$ cat src/design/assert_macros.svh
// concurrent assertion helpers, sampled on the rising clock edge
`ifndef ASSERT_MACROS_SVH
`define ASSERT_MACROS_SVH

// same-cycle implication, disabled while reset is high
`define ASSERT_NOW(label, clk, rst, ante, cons, msg) \
   label: assert property (@(posedge clk) disable iff (rst) (ante) |-> (cons)) \
      else $error(msg);

// next-cycle implication, disabled while reset is high
`define ASSERT_NEXT(label, clk, rst, ante, cons, msg) \
   label: assert property (@(posedge clk) disable iff (rst) (ante) |=> (cons)) \
      else $error(msg);

`endif

$ cat src/design/fct_pkg.sv
package fct_pkg;

   localparam logic [7:0] CHAR_HEADER  = 8'h3E;   // '>'
   localparam logic [7:0] CHAR_NEWLINE = 8'h0A;
   localparam logic [7:0] LETTER_LOW   = 8'd65;
   localparam logic [7:0] LETTER_HIGH  = 8'd122;
   localparam logic [7:0] CHAR_STOP    = 8'h2D;   // '-'
   localparam logic [7:0] CHAR_UNKNOWN = 8'h2A;   // '*'

   localparam logic [7:0] CHAR_A_UP = 8'h41;
   localparam logic [7:0] CHAR_C_UP = 8'h43;
   localparam logic [7:0] CHAR_G_UP = 8'h47;
   localparam logic [7:0] CHAR_T_UP = 8'h54;
   localparam logic [7:0] CHAR_U_UP = 8'h55;
   localparam logic [7:0] CHAR_A_LO = 8'h61;
   localparam logic [7:0] CHAR_C_LO = 8'h63;
   localparam logic [7:0] CHAR_G_LO = 8'h67;
   localparam logic [7:0] CHAR_T_LO = 8'h74;
   localparam logic [7:0] CHAR_U_LO = 8'h75;

   localparam logic [1:0] BASE_A = 2'd0;
   localparam logic [1:0] BASE_C = 2'd1;
   localparam logic [1:0] BASE_G = 2'd2;
   localparam logic [1:0] BASE_T = 2'd3;

   // codon index {b0,b1,b2} in 2-bit codes; first character sits at entry 63
   localparam logic [63:0][7:0] AMINO_TABLE =
      "KNKNTTTTRSRSIIMIQHQHPPPPRRRRLLLLEDEDAAAAGGGGVVVV-Y-YSSSS-CWCLFLF";

   typedef struct packed {
      logic       known;
      logic [1:0] code;
   } base_code_type;

   function automatic base_code_type base_code(input logic [7:0] b);
      base_code_type r;
      r.known = 1'b1;
      r.code  = BASE_A;
      case (b)
         CHAR_A_UP: r.code = BASE_A;
         CHAR_C_UP: r.code = BASE_C;
         CHAR_G_UP: r.code = BASE_G;
         CHAR_T_UP: r.code = BASE_T;
         default:   r.known = 1'b0;
      endcase
      return r;
   endfunction

   function automatic logic [7:0] normalize(input logic [7:0] b);
      logic [7:0] r;
      case (b)
         CHAR_U_UP, CHAR_U_LO, CHAR_T_LO: r = CHAR_T_UP;
         CHAR_A_LO: r = CHAR_A_UP;
         CHAR_C_LO: r = CHAR_C_UP;
         CHAR_G_LO: r = CHAR_G_UP;
         default:   r = b;
      endcase
      return r;
   endfunction

endpackage

$ cat src/design/fct_codon_lut.sv
module fct_codon_lut import fct_pkg::*; (
   input  logic [7:0] base0,
   input  logic [7:0] base1,
   input  logic [7:0] base2,
   output logic [7:0] amino
);

   base_code_type c0, c1, c2;
   logic [5:0]    idx;

   always_comb begin
      c0  = base_code(base0);
      c1  = base_code(base1);
      c2  = base_code(base2);
      idx = {c0.code, c1.code, c2.code};
      if (c0.known && c1.known && c2.known) begin
         amino = AMINO_TABLE[~idx];
      end else begin
         amino = CHAR_UNKNOWN;
      end
   end

endmodule

$ cat src/design/fasta_codon_translator.sv
// path: accepted bytes enter the input register, completed codons load the output register
// throughput: one request per cycle; a stalled result blocks only when a codon completes
// rate is set by the combinational parse/translate step between the two registers
// reset: synchronous, active high; frame returns to 1, header mode on, counters cleared
// held codon bases are not reset and are always written before they are read
`include "assert_macros.svh"

module fasta_codon_translator import fct_pkg::*; (
   input  logic       clock,
   input  logic       reset,
   input  logic       req_tvalid,
   output logic       req_tready,
   input  logic [7:0] req_tdata,    // [7:0] text_byte
   output logic       rsp_tvalid,
   input  logic       rsp_tready,
   output logic [7:0] rsp_tdata,    // [7:0] amino_letter
   input  logic       csr_valid,
   output logic       csr_ready,
   input  logic [1:0] csr_data      // reading_frame
);

   logic [1:0] frame_ff;
   logic       s1_valid_ff;
   logic [7:0] s1_byte_ff;
   logic       hdr_ff, hdr_in;
   logic [1:0] pos_ff, pos_in;
   logic [1:0] seen_ff, seen_in;
   logic [7:0] held0_ff, held1_ff;
   logic       out_valid_ff;
   logic [7:0] out_data_ff;

   logic       is_hdr, is_nl, is_letter, skip, is_result, keep;
   logic       advance;
   logic [7:0] norm_byte;
   logic [7:0] amino;
   logic       rec_clear;

   assign csr_ready  = 1'b1;
   assign rsp_tvalid = out_valid_ff;
   assign rsp_tdata  = out_data_ff;

   // decode of the byte in the input register, independent of flow control
   always_comb begin
      is_hdr    = (s1_byte_ff == CHAR_HEADER);
      is_nl     = (s1_byte_ff == CHAR_NEWLINE);
      is_letter = !is_hdr && !is_nl && !hdr_ff &&
                  (s1_byte_ff >= LETTER_LOW) && (s1_byte_ff <= LETTER_HIGH);
      skip      = ({1'b0, seen_ff} + 3'd1) < {1'b0, frame_ff};
      keep      = is_letter && !skip;
      is_result = keep && (pos_ff == 2'd2);
      norm_byte = normalize(s1_byte_ff);
   end

   assign advance    = s1_valid_ff && (!is_result || !out_valid_ff || rsp_tready);
   assign req_tready = !s1_valid_ff || advance;

   fct_codon_lut u_lut (
      .base0 (held0_ff),
      .base1 (held1_ff),
      .base2 (norm_byte),
      .amino (amino)
   );

   // record state update
   always_comb begin
      hdr_in  = hdr_ff;
      pos_in  = pos_ff;
      seen_in = seen_ff;
      if (advance) begin
         if (is_hdr) begin
            hdr_in  = 1'b1;
            pos_in  = 2'd0;
            seen_in = 2'd0;
         end else if (is_nl) begin
            hdr_in = 1'b0;
         end else if (is_letter) begin
            if (seen_ff != 2'd3) begin
               seen_in = seen_ff + 2'd1;
            end
            if (keep) begin
               pos_in = (pos_ff == 2'd2) ? 2'd0 : pos_ff + 2'd1;
            end
         end
      end
   end

   always_ff @(posedge clock) begin
      if (reset) begin
         frame_ff     <= 2'd1;
         s1_valid_ff  <= 1'b0;
         hdr_ff       <= 1'b1;
         pos_ff       <= 2'd0;
         seen_ff      <= 2'd0;
         out_valid_ff <= 1'b0;
      end else begin
         if (csr_valid) begin
            frame_ff <= csr_data;
         end
         if (req_tready) begin
            s1_valid_ff <= req_tvalid;
         end
         hdr_ff  <= hdr_in;
         pos_ff  <= pos_in;
         seen_ff <= seen_in;
         if (advance && is_result) begin
            out_valid_ff <= 1'b1;
         end else if (rsp_tready) begin
            out_valid_ff <= 1'b0;
         end
      end
   end

   always_ff @(posedge clock) begin
      if (req_tready && req_tvalid) begin
         s1_byte_ff <= req_tdata;
      end
      if (advance && keep && (pos_ff == 2'd0)) begin
         held0_ff <= norm_byte;
      end
      if (advance && keep && (pos_ff == 2'd1)) begin
         held1_ff <= norm_byte;
      end
      if (advance && is_result) begin
         out_data_ff <= amino;
      end
   end

   assign rec_clear = (pos_ff == 2'd0) && (seen_ff == 2'd0) && hdr_ff;

   `ASSERT_NOW(a_stall_has_item, clock, reset, !req_tready, s1_valid_ff, "stall with no request")
   `ASSERT_NOW(a_pos_range, clock, reset, 1'b1, pos_ff != 2'd3, "codon position out of range")
   `ASSERT_NEXT(a_hdr_clears, clock, reset, advance && is_hdr, rec_clear, "header kept record state")
   `ASSERT_NEXT(a_result_loaded, clock, reset, advance && is_result, rsp_tvalid, "codon gave no result")

endmodule

$ cat config.mk
export PLATFORM = sky130hd
export DESIGN_NAME = fasta_codon_translator
export DESIGN_NICKNAME = d
export VERILOG_FILES = /design/src/design/fct_pkg.sv /design/src/design/fct_codon_lut.sv /design/src/design/fasta_codon_translator.sv
export VERILOG_INCLUDE_DIRS = /design/src /design/src/design
export SDC_FILE = /design/constraint.sdc
export NUM_CORES = 1
export LEC_CHECK = 0
export ABC_CLOCK_PERIOD_IN_PS = 2600
export BUFFER_PORTS_ARGS = -buffer_cell sky130_fd_sc_hd__buf_2
export CAP_MARGIN = 20
export CORE_ASPECT_RATIO = 2
export CORE_MARGIN = 2
export CORE_UTILIZATION = 45
export DETAILED_ROUTE_END_ITERATION = 8
export GPL_ROUTABILITY_DRIVEN = 1
export MAX_ROUTING_LAYER = met4
export PLACE_DENSITY = 0.67
export SYNTH_ARGS = -nofsm -noshare
export SYNTH_HDL_FRONTEND = slang
export SYNTH_HIERARCHICAL = 1
export SYNTH_SLANG_ARGS = --single-unit
export TNS_END_PERCENT = 5
$ cat constraint.sdc
create_clock -name clock -period 2.6 [get_ports clock]
set_clock_uncertainty 0.15 [all_clocks]
set_input_delay 0.13 -clock clock [delete_from_list [all_inputs] [get_ports clock]]
set_output_delay 0.13 -clock clock [all_outputs]
set_load 0.1 [all_outputs]
# Word level (Yosys, flattened, before mapping)
# Memory sizes are Yosys's and may differ from the RTL's. A register that Yosys moved wholly into a read port is not among the register bits.
# Index checks and enable logic that the tools add are counted.
[op_classes]
addsub = 3
n_lt_le_gt_ge = 3
n_eq_ne = 24
n_mux = 20
n_bitwise = 1
n_reduce_logical = 38
[ops]
columns = ["op", "count"]
rows = [
  ["8-bit by 7-bit == test with 1-bit output, second input constant", 18],
  ["8-bit one-hot mux with 4 select lines", 1],
  ["2-bit two-way mux", 9],
  ["2-bit one-hot mux with 3 select lines", 3],
  ["1-bit logical AND", 14],
  ["4-bit OR reduction", 3],
  ["2-bit nonzero test", 5],
  ["8-bit by 4-bit == test with 1-bit output, second input constant", 1],
  ["8-bit by 6-bit == test with 1-bit output, second input constant", 1],
  ["8-bit by 7-bit greater-or-equal comparator with 1-bit output, second input constant", 1],
  ["8-bit by 7-bit <= comparator with 1-bit output, second input constant", 1],
  ["1-bit zero test", 8],
  ["4-bit AND reduction", 2],
  ["1-bit two-way mux", 7],
  ["6-bit inverter", 1],
  ["2-bit by 1-bit adder with 2-bit output, second input constant", 2],
  ["2-bit inequality test, second input constant", 2],
  ["2-bit by 1-bit adder with 3-bit output, second input constant", 1],
  ["1-bit logical OR", 3],
  ["3-bit by 2-bit < comparator with 1-bit output", 1],
  ["3-bit OR reduction", 1],
  ["2-bit by 1-bit == test with 1-bit output, second input constant", 1],
  ["2-bit == test, second input constant", 1],
  ["2-bit zero test", 1],
  ["2-bit AND reduction", 1],
]
[word_totals]
register_bits = 33
romBits = 512
wordCells = 99
n_memories = 1
[mem_list]
columns = ["name", "words", "width", "rd", "rd_ports_with_merged_regs", "wr", "line_no", "source"]
rows = [
  ["(no name shown)", 64, 8, 1, 1, 0, "fct_codon_lut.sv:17", "amino = AMINO_TABLE[~idx];"],
]

# Longest topological paths before layout
[logic_depth]
depth_word = 14
ltp_mapped = 9
mapped_depth_nobuf = 9

# Modules after synthesis
# Netlist, hierarchy kept.
[modules_own_cells]
columns = ["mod", "n_inst", "cells_per_inst", "area_per_inst_um2", "seq_area_each_um2"]
rows = [
  ["fasta_codon_translator", 1, 111, 1617.8, 1141.1],
  ["fct_codon_lut", 1, 89, 641.9, 0.0],
]

# Worst setup path before layout
# Ideal clock, no wire load.
[synth_timing]
path_type = "register to register"
startpoint = "register out_valid_ff, in the netlist rsp_tvalid"
endpoint = "register held1_ff[0] (enable)"
setup_time_ns = 0.385
arrival_time_ns = 2.351
required_time_ns = 2.065
slack_ns = -0.286
stages_incl_launch_ff = 5
n_path_buf = 1
synth_period_minus_slack_ns = 2.886
path_cell_list = "dfxtp_1 -> and4bb_2 -> or4_4 -> buf_6 -> nor3b_1"
[synth_between]
elab_chain_cells = 6
[synth_rtl]
columns = ["item", "line_no", "source"]
rows = [
  ["from (decl)", "fasta_codon_translator.sv:29", "logic out_valid_ff;"],
  ["from (signal assigned)", "fasta_codon_translator.sv:94", "out_valid_ff <= 1'b0;"],
  ["from (signal assigned)", "fasta_codon_translator.sv:106", "out_valid_ff <= 1'b1;"],
  ["from (signal assigned)", "fasta_codon_translator.sv:108", "out_valid_ff <= 1'b0;"],
  ["1-bit zero test", "fasta_codon_translator.sv:54", "assign advance = s1_valid_ff && (!is_result || !out_valid_ff || rsp_tready);"],
  ["1-bit logical OR (2 in series)", "fasta_codon_translator.sv:54", ""],
  ["1-bit logical AND", "fasta_codon_translator.sv:54", ""],
  ["1-bit logical AND (2 in series)", "fasta_codon_translator.sv:120", "if (advance && keep && (pos_ff == 2'd1)) begin"],
  ["to (signal assigned)", "fasta_codon_translator.sv:121", "held1_ff <= norm_byte;"],
  ["to (decl)", "fasta_codon_translator.sv:28", "logic [7:0] held0_ff, held1_ff;"],
]
# No other way between the ends.
# A chain may end at the register's enable or synchronous reset.

# Final worst setup path
[layout_timing]
startpoint = "register s1_byte_ff[2]"
endpoint = "register out_data_ff[4], in the netlist rsp_tdata[4], data pin"
[layout_lines]
columns = ["item", "line_no", "source"]
rows = [
  ["from (decl)", "fasta_codon_translator.sv:24", "logic [7:0] s1_byte_ff;"],
  ["from (signal assigned)", "fasta_codon_translator.sv:115", "s1_byte_ff <= req_tdata;"],
  ["8-bit by 7-bit == test with 1-bit output", "fct_pkg.sv:51", "case (b)"],
  ["3-bit OR reduction", "fct_pkg.sv:51", ""],
  ["8-bit one-hot mux with 4 select lines *", "fct_pkg.sv:51", ""],
  ["via norm_byte[0]", "fasta_codon_translator.sv:34", "logic [7:0] norm_byte;"],
  ["8-bit by 7-bit == test with 1-bit output", "fct_pkg.sv:39", "case (b)"],
  ["4-bit OR reduction (no line)", "--", ""],
  ["1-bit two-way mux", "fct_pkg.sv:39", ""],
  ["1-bit logical AND", "fct_codon_lut.sv:16", "if (c0.known && c1.known && c2.known) begin"],
  ["1-bit zero test (no line)", "--", ""],
  ["to (decl)", "fasta_codon_translator.sv:30", "logic [7:0] out_data_ff;"],
]
# Mark *: on every way through the listed nets, which the timed path passes. The rest lies on a longest branch.

==> flow_metrics.tcl <==
set metrics [dict create \
    peakVddDrop_uv 443 \
    r2r_slack_ns -0.03 \
    synth-seq-cells 41 \
    first_global_vias 1842 \
    path_max_fanout 12 \
    cts_sinks 41 \
    finalHoldViolations 0 \
    dp.cells 293 \
    synth-main-ff-cell "edfxtp_1" \
    slew_violations 0 \
    synth_adder_area_share 0.0365 \
    antennaDiodeCount 0 \
    vias 1779 \
    async_flop_share 0 \
    outcome "complete, but fails checks" \
    cts-root-buf "clkbuf_8" \
    place_area_um2 2580 \
    cts.reportedPaths.clkPinSlew_ns 0.08 \
    timing.hold.ws_ns 0.0168 \
    yosys.area_share.simple 0.258 \
    io_buffers 24 \
    grt_setup_unrepaired "yes" \
    pre_cts_ws_ns -0.0828 \
    combPwrFrac 0.097 \
    syn_to_final_growth_pct 26.1 \
    finalNonFillerCells 317 \
    finalSetupViolCount 3 \
    antenna_found_initial 0 \
    yosys.area.top_type_share 0.425 \
    grt_overflow 0 \
    clk_latency_ns 0.29 \
    gp_congestion 0.946 \
    timing.rr.end "rsp_tdata[4]" \
    antenna_left 0 \
    synth_compound_area_frac 0.138 \
    critPathArrivalTime_ns 2.53 \
    finalWirelength_um 4910 \
    nNetsFinal 280 \
    fmax_mhz 380 \
    postCtsSetupRepairBufs 0 \
    synth_common_cells "32 x edfxtp_1, 14 x nand2_1, 12 x inv_1" \
    cts_htree_levels 2 \
    synthesis.area_um2 2260 \
    clkPwrFrac 0.321 \
    synth_cell_types 64 \
    fp.dieH_um 104 \
    wl_per_cell_um 15.5 \
    dpl.hpwl_um 3760 \
    seqPwrFrac 0.581 \
    initial_utilization 0.465 \
    yosysTopAreaCell "edfxtp_1" \
    synth_top_family_by_area "simple AND/OR/NAND/NOR gates" \
    final_util 0.586 \
    min_path_type "in2reg" \
    synth-edff-count 32 \
    synthMuxAreaShare 0.0133 \
    gr-usage-all-layers 0.201 \
    max_slew_margin 0.617 \
    grt_max_degree 14 \
    p_per_area_nw_per_um2 439 \
    yosys_warnings 6 \
    total_power_mw 1.25 \
    maxCapViolations 0 \
    syn_area_per_cell_um2 11.3 \
    synth.most_common_cell "edfxtp_1" \
    cts_made_buffers 5 \
    clock_path_buffers 2 \
    filler_cell_count 421 \
    grt_first_pass_wirelength_um 8090 \
    dieWidth_um 54.1 \
    p_sw_frac 0.228 \
    setup_ws_ns -0.0326 \
    syn_inst 200 \
    tns_ns -0.0461 \
    vias_per_cell 5.61 \
    reg2regPathDepth 9 \
    critPathKind "reg2reg" \
    timing.rr.start "s1_byte_ff[2]" \
    dr.pass1.iters 4 \
    p_leak_nw 1.07 \
    drt_iter0_drc 34 \
    crit_required_ns 2.49 \
    netSwitchingPower_uw 285 \
    failed_checks "negative setup slack" \
    drive_above_1_share 0.308 \
    worst_slew_pin_slew_ns 0.571 \
    crit_path_end "rsp_tdata[4]" \
    p_int_uw 967 \
    syn_nets 221 \
    finalCriticalPeriod_ns 2.63 \
    crit_path_start "s1_byte_ff[2]" \
    pin_count 26 \
    dieArea_um2 5640 \
    synth-xor-area-share 0 \
    fin_crit_sh 1.01 \
    rows 36 \
    start_kind "flop" \
    cts_tree "done" \
    final_area_um2 2850 \
    yosys-top-cells-area "edfxtp_1 43%, dfxtp_1 8.0%, ha_1 2.8%, nand2_1 2.3%, inv_1 2.0%" \
    ys_seq_area_frac 0.505 \
    worst_setup_path_end_kind "flop" \
    drcViolationCount 0 \
    core_um2 4860 \
]
==> kinds of logic after synthesis <==
family,count (synthesis)
buf+inv,22
simple gates,83
flops,41
fa+ha+maj,6
other cells,2
compound gates,43
mux,3
==> worst max-delay path: stages, from the launching register on <==
cell      delay, ns
edfxtp_1       0.38
buf_4          0.18
nand2_1        0.10
nor4_1         0.05
nor2_1         0.33
nor4bb_1       0.46
o21ai_2        0.18
nor2_1         0.14
o221ai_1       0.17
and3b_2        0.23
==> power by group through the flow <==
stage               registers (mW)  clock network [mW]  logic (mW)
global route                 0.729               0.443       0.134
finish                       0.728               0.402       0.122
global placement             0.742                   0      0.0961
detailed placement           0.743                   0      0.0979
CTS                          0.728               0.417       0.118
floorplan                    0.743                   0      0.0557
==> worst min path at each step <==
stage | start | to | slack, ns | depth (start not counted)
CTS | rsp_tready | rsp_tvalid | 0.01 | 3
detailed placement | req_tdata[4] | s1_byte_ff[4] | 0.16 | 1
finish | rsp_tready | rsp_tvalid | 0.02 | 3
floorplan | reset | s1_valid_ff | 0.05 | 1
global placement | req_tdata[5] | s1_byte_ff[5] | 0.16 | 1
global route | rsp_tready | rsp_tvalid | 0.03 | 3
==> metal layers <==
layer  track usage  share of wire  vias to the layer above  wire length [um]
met2         0.376           0.60                       36              2930
met3        0.0216          0.017                       20                81
met5             -              0                        -                 0
li1              -              -                      876                 -
met1         0.175           0.33                      847              1630
met4         0.113          0.052                        0               256
==> cell usage in the layout (no fill, tap or decap), types with 8 or more instances in the layout <==
master / Yosys / layout
nor2_1: 11 / 11
inv_1: 12 / 12
edfxtp_1: 32 / 32
a21oi_1: 8 / 8
nand2_1: 14 / 14
buf_2: 1 / 23
dlygate4sd3_1: 0 / 16
buf_4: 2 / 21
dfxtp_1: 9 / 9
==> registers in the layout, indices dropped and copies added, names as in the netlist <==
signal and count:
s1_byte_ff 8, seen_ff 2, pos_ff 2, rsp_tvalid 1, held1_ff 8, held0_ff 8, hdr_ff 1, frame_ff 2
rsp_tdata 8, s1_valid_ff 1
==> area by class of cell <==
cell class / count / area [um^2] / share of cell area
clock buffers: 5 / 68.8 / 0.0242
clock inverters: 3 / 17.5 / 0.00615
inverters: 12 / 45.0 / 0.0158
multi-input cells: 137 / 1040 / 0.367
flip-flops and latches: 41 / 1140 / 0.401
well taps: 57 / 71.3 / 0.0250
repair buffers: 62 / 460 / 0.162
==> repair_timing <==
action                                  4_1_cts  5_1_grt
gates resized for setup                       2        5
endpoints found under the hold margin        12        0
hold buffers                                 16        0
endpoints found under the setup margin        5        8
Note: power is estimated with default switching activity, not from simulation.
